### config.mk
export PLATFORM = sky130hd
export DESIGN_NAME = lfsr_random_range_core
export DESIGN_NICKNAME = d
export VERILOG_FILES = /design/src/hdl/lrr_pkg.sv /design/src/hdl/lfsr_random_range_core.sv
export SDC_FILE = /design/constraint.sdc
export NUM_CORES = 1
export LEC_CHECK = 0
export BUFFER_PORTS_ARGS = -buffer_cell sky130_fd_sc_hd__buf_4
export CORE_MARGIN = 2
export CORE_UTILIZATION = 54
export CTS_CLUSTER_DIAMETER = 80
export CTS_CLUSTER_SIZE = 10
export DETAILED_ROUTE_END_ITERATION = 7
export PLACE_DENSITY = 0.87
export SYNTH_ARGS = -nofsm -noshare
export SYNTH_HDL_FRONTEND = slang
export SYNTH_SLANG_ARGS = --single-unit
### constraint.sdc
create_clock -name clk -period 4.3 [get_ports clk]
set_input_delay 0.645 -clock clk [delete_from_list [all_inputs] [get_ports clk]]
set_output_delay 0.645 -clock clk [all_outputs]
set_load 0.03 [all_outputs]
### src/hdl/lrr_pkg.sv
// Shared types and constants for the LFSR random range generator.
package lrr_pkg;

  localparam int unsigned WORD_W  = 32;
  localparam int unsigned COUNT_W = $clog2(WORD_W);

  typedef logic        [WORD_W-1:0] uword_t;
  typedef logic signed [WORD_W-1:0] sword_t;
  typedef logic        [WORD_W-2:0] span_t;
  typedef logic        [COUNT_W-1:0] count_t;

  localparam uword_t LFSR_TAPS  = 32'hB4BC_D35C;
  localparam uword_t LFSR_RESET = 32'h0000_0001;

  localparam logic CMD_DRAW = 1'b0;
  localparam logic CMD_SEED = 1'b1;

  typedef enum logic [1:0] {
    ST_IDLE,
    ST_DIVIDE,
    ST_FINISH
  } state_t;

endpackage

### src/hdl/lfsr_random_range_core.sv
// Galois LFSR random number source with a bit-serial modulo into a signed range.
//
// A seed transfer loads a nonzero seed_value into the 32-bit generator (zero is
// dropped) and gives no result. A draw transfer with a positive span (high_bound
// minus low_bound, 32-bit wrapped, and low_bound below high_bound) steps the LFSR
// once and reduces the new state modulo the span in a radix-2 restoring divider
// that retires one dividend bit per cycle, so a draw holds the input side stalled
// through the accept, 32 divide steps and the final add of low_bound, which waits
// while an earlier result still waits in the output register. Any other draw
// returns low_bound. The result sits in an output register, so the next item
// is taken while a finished result still waits for its transfer.
module lfsr_random_range_core (
  input  logic           clk,
  input  logic           rst,
  input  logic           in_valid,
  output logic           in_stall,
  input  logic           command,
  input  lrr_pkg::sword_t low_bound,
  input  lrr_pkg::sword_t high_bound,
  input  lrr_pkg::uword_t seed_value,
  output logic           out_valid,
  input  logic           out_stall,
  output lrr_pkg::sword_t random_value
);
  import lrr_pkg::*;

  state_t state;
  state_t state_next;

  uword_t lfsr;
  uword_t lfsr_step;
  uword_t dividend;
  sword_t low_reg;
  span_t  span;
  span_t  rem;
  span_t  rem_next;
  count_t count;

  uword_t span_full;
  logic   span_ok;
  logic   in_xfer;
  logic   out_load;
  uword_t trial;
  span_t  diff;

  assign in_xfer   = in_valid && !in_stall;
  assign span_full = uword_t'(high_bound - low_bound);
  assign span_ok   = (low_bound < high_bound) && (span_full != '0) && !span_full[WORD_W-1];
  assign lfsr_step = lfsr[0] ? ((lfsr >> 1) ^ LFSR_TAPS) : (lfsr >> 1);

  assign trial    = {rem, dividend[WORD_W-1]};
  assign diff     = trial[WORD_W-2:0] - span;
  assign rem_next = (trial >= {1'b0, span}) ? diff : trial[WORD_W-2:0];

  always_comb begin
    state_next = state;
    in_stall   = 1'b1;
    out_load   = 1'b0;
    case (state)
      ST_IDLE: begin
        in_stall = 1'b0;
        if (in_valid && command == CMD_DRAW) begin
          state_next = span_ok ? ST_DIVIDE : ST_FINISH;
        end
      end
      ST_DIVIDE: begin
        if (count == count_t'(WORD_W - 1)) begin
          state_next = ST_FINISH;
        end
      end
      ST_FINISH: begin
        if (!out_valid || !out_stall) begin
          out_load   = 1'b1;
          state_next = ST_IDLE;
        end
      end
      default: begin
        state_next = ST_IDLE;
      end
    endcase
  end

  always_ff @(posedge clk) begin
    if (rst) begin
      state <= ST_IDLE;
    end else begin
      state <= state_next;
    end
  end

  always_ff @(posedge clk) begin
    if (rst) begin
      lfsr      <= LFSR_RESET;
      out_valid <= 1'b0;
    end else begin
      if (in_xfer) begin
        if (command == CMD_SEED) begin
          if (seed_value != '0) begin
            lfsr <= seed_value;
          end
        end else if (span_ok) begin
          lfsr <= lfsr_step;
        end
      end
      if (out_load) begin
        out_valid <= 1'b1;
      end else if (!out_stall) begin
        out_valid <= 1'b0;
      end
    end
  end

  always_ff @(posedge clk) begin
    if (in_xfer && command == CMD_DRAW) begin
      low_reg  <= low_bound;
      span     <= span_full[WORD_W-2:0];
      dividend <= lfsr_step;
      rem      <= '0;
      count    <= '0;
    end else if (state == ST_DIVIDE) begin
      rem      <= rem_next;
      dividend <= dividend << 1;
      count    <= count + count_t'(1);
    end
    if (out_load) begin
      random_value <= sword_t'(uword_t'(low_reg) + {1'b0, rem});
    end
  end

endmodule
# After elaboration in Yosys (flattened, before gate mapping)
# Index checks and enable logic that the tools add are counted.
[totals]
ff_bits = 198
wordCells = 58
inputBits = 101
[op_classes]
reduce_logical = 16
bitwise = 2
n_addsub = 4
magnitude_cmp = 2
n_mux = 17
eq_ne = 8
[ops]
columns = ["op", "n"]
rows = [
  ["two-way mux 32 bit", 6],
  ["nonzero test 32 bit", 2],
  ["adder 32 x 31 -> 32 bit", 1],
  [">= comparator 32 x 31 -> 1 bit", 1],
  ["less-than comparator 32 bit", 1],
  ["subtractor 32 bit", 1],
  ["two-way mux 31 bit", 1],
  ["subtractor 31 bit", 1],
  ["NOT 17 -> 18 bit", 1],
  ["two-way mux 2 bit", 4],
  ["inequality test 2 x 1 -> 1 bit (second input constant)", 3],
  ["case mux 2 bit (3 select lines)", 1],
  ["AND reduction 3 bit", 2],
  ["adder 5 x 1 -> 5 bit (second input constant)", 1],
  ["== test 5 bit (second input constant)", 1],
  ["logical AND 1 bit", 5],
  ["two-way mux 1 bit", 5],
  ["inequality test 2 bit (second input constant)", 2],
  ["nonzero test 2 bit", 2],
  ["zero test 1 bit", 3],
  ["== test 2 x 1 -> 1 bit (second input constant)", 1],
  ["== test 2 bit (second input constant)", 1],
  ["zero test 2 bit", 1],
  ["logical OR 1 bit", 1],
  ["NOT 1 bit", 1],
]

# Logic depth before layout (Yosys ltp)
[depth]
depth_word = 7
depth_mapped = 16
depth_no_buf = 13

# Least setup slack after synthesis
# Ideal clock, no wire load.
[synth_timing]
kind = "input to register"
from = "in command"
to = "reg dividend[20], data pin"
stages = 7
slack_ns = 0.111
t_arrival_ns = 3.827
path_cell_list = "clkbuf_1 nand2b_1 nor2_1 buf_1 clkbuf_1 clkbuf_1 a21oi_1"
[synth_between]
elab_chain_cells = 3
[synth_rtl]
columns = ["element", "line_no", "text"]
rows = [
  ["start: declaration", "lfsr_random_range_core.sv:17", "input logic command,"],
  ["NOT 1 bit", "lfsr_random_range_core.sv:114", "if (in_xfer && command == CMD_DRAW) begin"],
  ["logical AND 1 bit", "lfsr_random_range_core.sv:114", ""],
  ["two-way mux 32 bit", "lfsr_random_range_core.sv:114", ""],
  ["end signal: assignment", "lfsr_random_range_core.sv:117", "dividend <= lfsr_step;"],
  ["end signal: assignment", "lfsr_random_range_core.sv:122", "dividend <= dividend << 1;"],
  ["end: declaration", "lfsr_random_range_core.sv:32", "uword_t dividend;"],
]
# No other way between the ends.
# A chain may end at the register's enable or synchronous reset.

# Worst setup path after layout
[layout_timing]
from = "in high_bound[0]"
to = "reg lfsr[31]"
[layout_between]
elab_chain_cells = 6
word_cells_on_any_way = 8
cone_classes = "add/sub: 1; order compare: 1; reduce/logical: 6"
[layout_rtl]
columns = ["element", "line_no", "text"]
rows = [
  ["start: declaration", "lfsr_random_range_core.sv:19", "input lrr_pkg::sword_t high_bound,"],
  ["subtractor 32 bit", "lfsr_random_range_core.sv:47", "assign span_full = uword_t'(high_bound - low_bound);"],
  ["nonzero test 32 bit", "lfsr_random_range_core.sv:48", "assign span_ok = (low_bound < high_bound) && (span_full != '0) && !span_full[WORD_W-1];"],
  ["logical AND 1 bit", "lfsr_random_range_core.sv:48", ""],
  ["logical AND 1 bit (*)", "lfsr_random_range_core.sv:48", ""],
  ["nonzero test 2 bit (no line) (*)", "n/a", ""],
  ["AND reduction 3 bit (no line) (*)", "n/a", ""],
  ["end signal: assignment", "lfsr_random_range_core.sv:99", "lfsr <= seed_value;"],
  ["end signal: assignment", "lfsr_random_range_core.sv:102", "lfsr <= lfsr_step;"],
  ["end: declaration", "lfsr_random_range_core.sv:30", "uword_t lfsr;"],
]
# Every way passes the cells marked *; elsewhere a longest branch is shown, timed or not.

==> results_tabular.tex <==
\begin{tabular}{lr}
\hline
Metric & Value \\
\hline
\multicolumn{2}{l}{\textbf{Power and ir drop}} \\
\quad Clock network power share & 0.344 \\
\quad Share of total power consumed by net switching & 0.296 \\
\quad Logic gate share of total power & 0.207 \\
\quad Sequential share of power & 0.448 \\
\quad Leakage power figure & around 6.6 nW \\
\quad VDD IR-drop max & roughly 0.28 mV \\
\quad Switching pwr & roughly 1.5 mW \\
\quad Overall Power & between 4 and 5 mW \\
\quad Internal power consumption & 3.51 mW \\
\quad Power Dens Cells & between 300 and 400 nW/um2 \\
\multicolumn{2}{l}{\textbf{Clocking}} \\
\quad Post-cts sizing count & 0 \\
\quad Clock tree from TritonCTS & built \\
\quad Clock slew at reported path FFs & around 0.080 ns \\
\quad Clock Sinks & between 150 and 200 \\
\quad Clk root buf & clkbuf\_16 \\
\quad \# hold bufs at CTS & 0 \\
\quad Post-CTS Setup Inserts & 0 \\
\quad Insertion delay of the later-clocked pin in the worst-skew pair & around 0.44 ns \\
\quad Inserted Clock Buffers & 17 \\
\quad Max Root-Sink Buffers & 2 \\
\quad Maximum level of the CTS H-tree & 4 \\
\multicolumn{2}{l}{\textbf{Worst setup path}} \\
\quad Critical Path Source & high\_bound[0] \\
\quad Element type at the critical path start & input pin \\
\quad Ordered cell list for the critical path & buf\_4, inv\_1, ha\_1, fa\_1, nor2b\_1, o31a\_1, buf\_4, or2\_2, o311ai\_0, buf\_4, o22ai\_1, nor4\_1, and4b\_1, nand4\_1, o31ai\_4, buf\_12, mux2\_2 \\
\quad R2R Path Start & dividend[31] \\
\quad Maximum cell stage delay along the critical path & 0.46 ns \\
\quad Worst setup path category & in2reg \\
\quad Required @ worst endpoint & 4.63 ns \\
\quad Worst Path Max Fanout & 32 \\
\quad Critical path arrival & 4.49 ns \\
\quad Dominant delay contributor by cell family on the critical path & simple AND/OR/NAND/NOR gates \\
\quad Buffers \& Inverters on Critical Path & 5 \\
\quad Endpoint type of the worst setup path & register \\
\quad Critical Path Most Common Cell & buf\_4 \\
\quad CP max stage cell & o311ai\_0 \\
\multicolumn{2}{l}{\textbf{Logic synthesis}} \\
\quad Combined area of all synthesized cells & 13100 um2 \\
\quad Number of synthesized flops with an enable pin & 127 \\
\quad Combinational family with the most area after synthesis & compound AO/OA/AOI/OAI gates \\
\quad Syn\_nets & between 1500 and 2000 \\
\quad Synthesized-area fraction occupied by ao, oa, aoi and oai cells & 0.184 \\
\quad Post-synth top area share & 0.292 \\
\quad Synth warn & 0 \\
\quad Ranking of synthesized cells by area & edfxtp\_1, dfxtp\_1, ha\_1 \\
\quad Largest area contributor in the netlist & edfxtp\_1 \\
\quad Area share of and/or/nand/nor cells after synthesis & 0.158 \\
\quad Post-synthesis sequential area ratio & 0.401 \\
\quad Distinct cell type count after synthesis & 72 \\
\quad Count of state elements after synthesis & 198 \\
\quad Synthesized-area fraction occupied by adder cells & 0.0966 \\
\quad Syn Inst Count & 1397 \\
\quad Xor and xnor area share after synthesis & 0.0557 \\
\quad Most used DFF post-synth & edfxtp\_1 \\
\quad Mapped Avg Cell Area & between 9 and 10 um2 \\
\quad Share of flip-flops with an asynchronous set or reset after synthesis & 0 \\
\quad Multiplexer share of the synthesized area & 0.0605 \\
\multicolumn{2}{l}{\textbf{Worst hold path}} \\
\quad Kind of path behind the tightest hold check & in2reg \\
\quad Startpoint of the worst hold path & low\_bound[8] \\
\multicolumn{2}{l}{\textbf{Detailed routing}} \\
\quad Number of vias per cell after detailed routing & slightly below 6 \\
\quad Wirelength per Cell & roughly 17 um \\
\quad Residual DRC count & 0 \\
\quad Total number of vias & 11018 \\
\quad DRT Wirelength & roughly 32 mm \\
\quad Drt first-iter violations & roughly 740 \\
\quad Detailed-router iteration count before antenna repair & 5 \\
\quad Number of nets with antenna violations after routing & 0 \\
\multicolumn{2}{l}{\textbf{Run}} \\
\quad Max-Cap Viols & 0 \\
\multicolumn{2}{l}{\textbf{Cells and area}} \\
\quad Non-filler cells in the finished layout & $\sim$1900 \\
\quad Post-route cell area & $\sim$15000 um2 \\
\quad Most used cells in the layout excluding fill and tap cells & buf\_4, nor2\_1, a21oi\_1 \\
\quad Share of layout cells above drive strength 1 & 0.157 \\
\quad Relative area change from synthesis to final layout & 16.6\% \\
\quad Final Net Count & $\sim$1700 \\
\quad Antenna fix cells & 0 \\
\quad Fillers & 1838 \\
\quad Footprint of the multi-input gates & between 7000 and 8000 um2 \\
\quad Leading cell type in the layout, fill and taps excluded & buf\_4 \\
\quad Storage cell area & about 5200 um2 \\
\multicolumn{2}{l}{\textbf{Placed design}} \\
\quad Number of placed instances with taps included & 1839 \\
\quad Port Buffer Count & $\sim$130 \\
\quad Setup slack after placement & -0.284 ns \\
\quad Hpwl dp & approximately 24 mm \\
\quad Gpl congestion & between 0.9 and 1 \\
\quad Cell area after placement & between 10000 and 15000 um2 \\
\multicolumn{2}{l}{\textbf{STA}} \\
\quad Finish-stage setup viols & 0 \\
\quad Final max-slew violation count & 0 \\
\quad Fin crit share & 0.967 \\
\quad Worst-case clock skew & around 0.014 ns \\
\quad Fin worst setup slack & between 0.1 and 0.15 ns \\
\quad Headroom to the max-slew limit & 0.196 \\
\quad Post-layout min period & between 4 and 5 ns \\
\quad Transition time at the pin with the least slew margin & about 1.2 ns \\
\quad RSZ-0062 raised after global routing & false \\
\quad Setup Total Neg Slack & 0 ns \\
\quad Highest attainable clock frequency & roughly 0.24 GHz \\
\quad Endpoints failing hold & 0 \\
\multicolumn{2}{l}{\textbf{Floorplanning}} \\
\quad Chip height & approximately 160 um \\
\quad Top-level port count & 135 \\
\quad Core region area & 23600 um2 \\
\quad Full die area & roughly 25000 um2 \\
\quad Initial Utilization & 0.553 \\
\quad Die span in x & $\sim$160 um \\
\quad Row Count & 56 \\
\multicolumn{2}{l}{\textbf{GRT}} \\
\quad Vias in the first global route & around 11000 \\
\quad Initial antenna violation count & 0 \\
\quad Pin count of the biggest net entering global routing & between 60 and 70 \\
\quad First-pass GRT wire length & 52.6 mm \\
\quad Global-route total usage across every layer & 0.253 \\
\quad Congestion Overflow GR & 0 \\
\multicolumn{2}{l}{\textbf{Outcome}} \\
\quad Outcome & finished clean \\
\hline
\end{tabular}
-- power groups by stage --
stage / clock network (mW) / logic (mW) / registers (mW)
finish: 1.72 / 1.03 / 2.24
global route: 1.81 / 1.13 / 2.25
detailed placement: 0 / 1.01 / 2.28
CTS: 1.73 / 1.02 / 2.24
floorplan: 0 / 0.676 / 2.28
global placement: 0 / 0.990 / 2.27
-- metrics by stage --
step / utilization / hold slack, ns
5_1_grt: 0.645 / 0.372
6_report: 0.645 / 0.392
4_1_cts: 0.645 / 0.379
3_3_place_gp: 0.618 / 0.450
3_5_place_dp: 0.618 / 0.462
2_1_floorplan: - / 0.440
-- synthesized netlist by cell type (all sizes together) (28+ instances only) --
cell      n
inv      94
nor3     28
clkbuf   42
xnor2    62
dfxtp    71
ha       96
mux2     48
nor2    140
nand2    77
a21oi   139
edfxtp  127
o21ai    76
a21o     33
nor2b    41
-- per-layer routing --
layer	up-vias	share of wire	GRT usage	wire, um
li1	5373	-	-	-
met1	5151	0.43	0.330	14000
met2	419	0.47	0.426	15400
met3	75	0.061	0.0362	2000
met4	0	0.034	0.102	1120
met5	-	0	0	0
-- worst paths after layout --
kind / cells past startpoint / slack [ns] / end
hold / removal: 1 / 0.39 / low_reg[8]
setup reg to reg: 13 / 0.60 / rem[20]
setup / recovery: 17 / 0.14 / lfsr[31]
hold reg to reg: 2 / 0.47 / count[4]
-- area by class of cell --
class                           instances  share of cell area
Tap cell                              319              0.0262
Clock buffer                           17              0.0279
Clock inverter                         15              0.0137
Inverter                               94              0.0232
Sequential cell                       198               0.344
Timing Repair Buffer                  174              0.0874
Multi-Input combinational cell       1054               0.478
-- logic make-up (layout without fill, tap and decap cells) --
group           Yosys count  after routing
fa+ha+maj                99             99
mux                      73             73
simple gates            416            416
xor+xnor                 83             83
buf+inv                 145            300
flops                   198            198
compound gates          383            383
No activity file was read; power rests on OpenSTA's default activity.
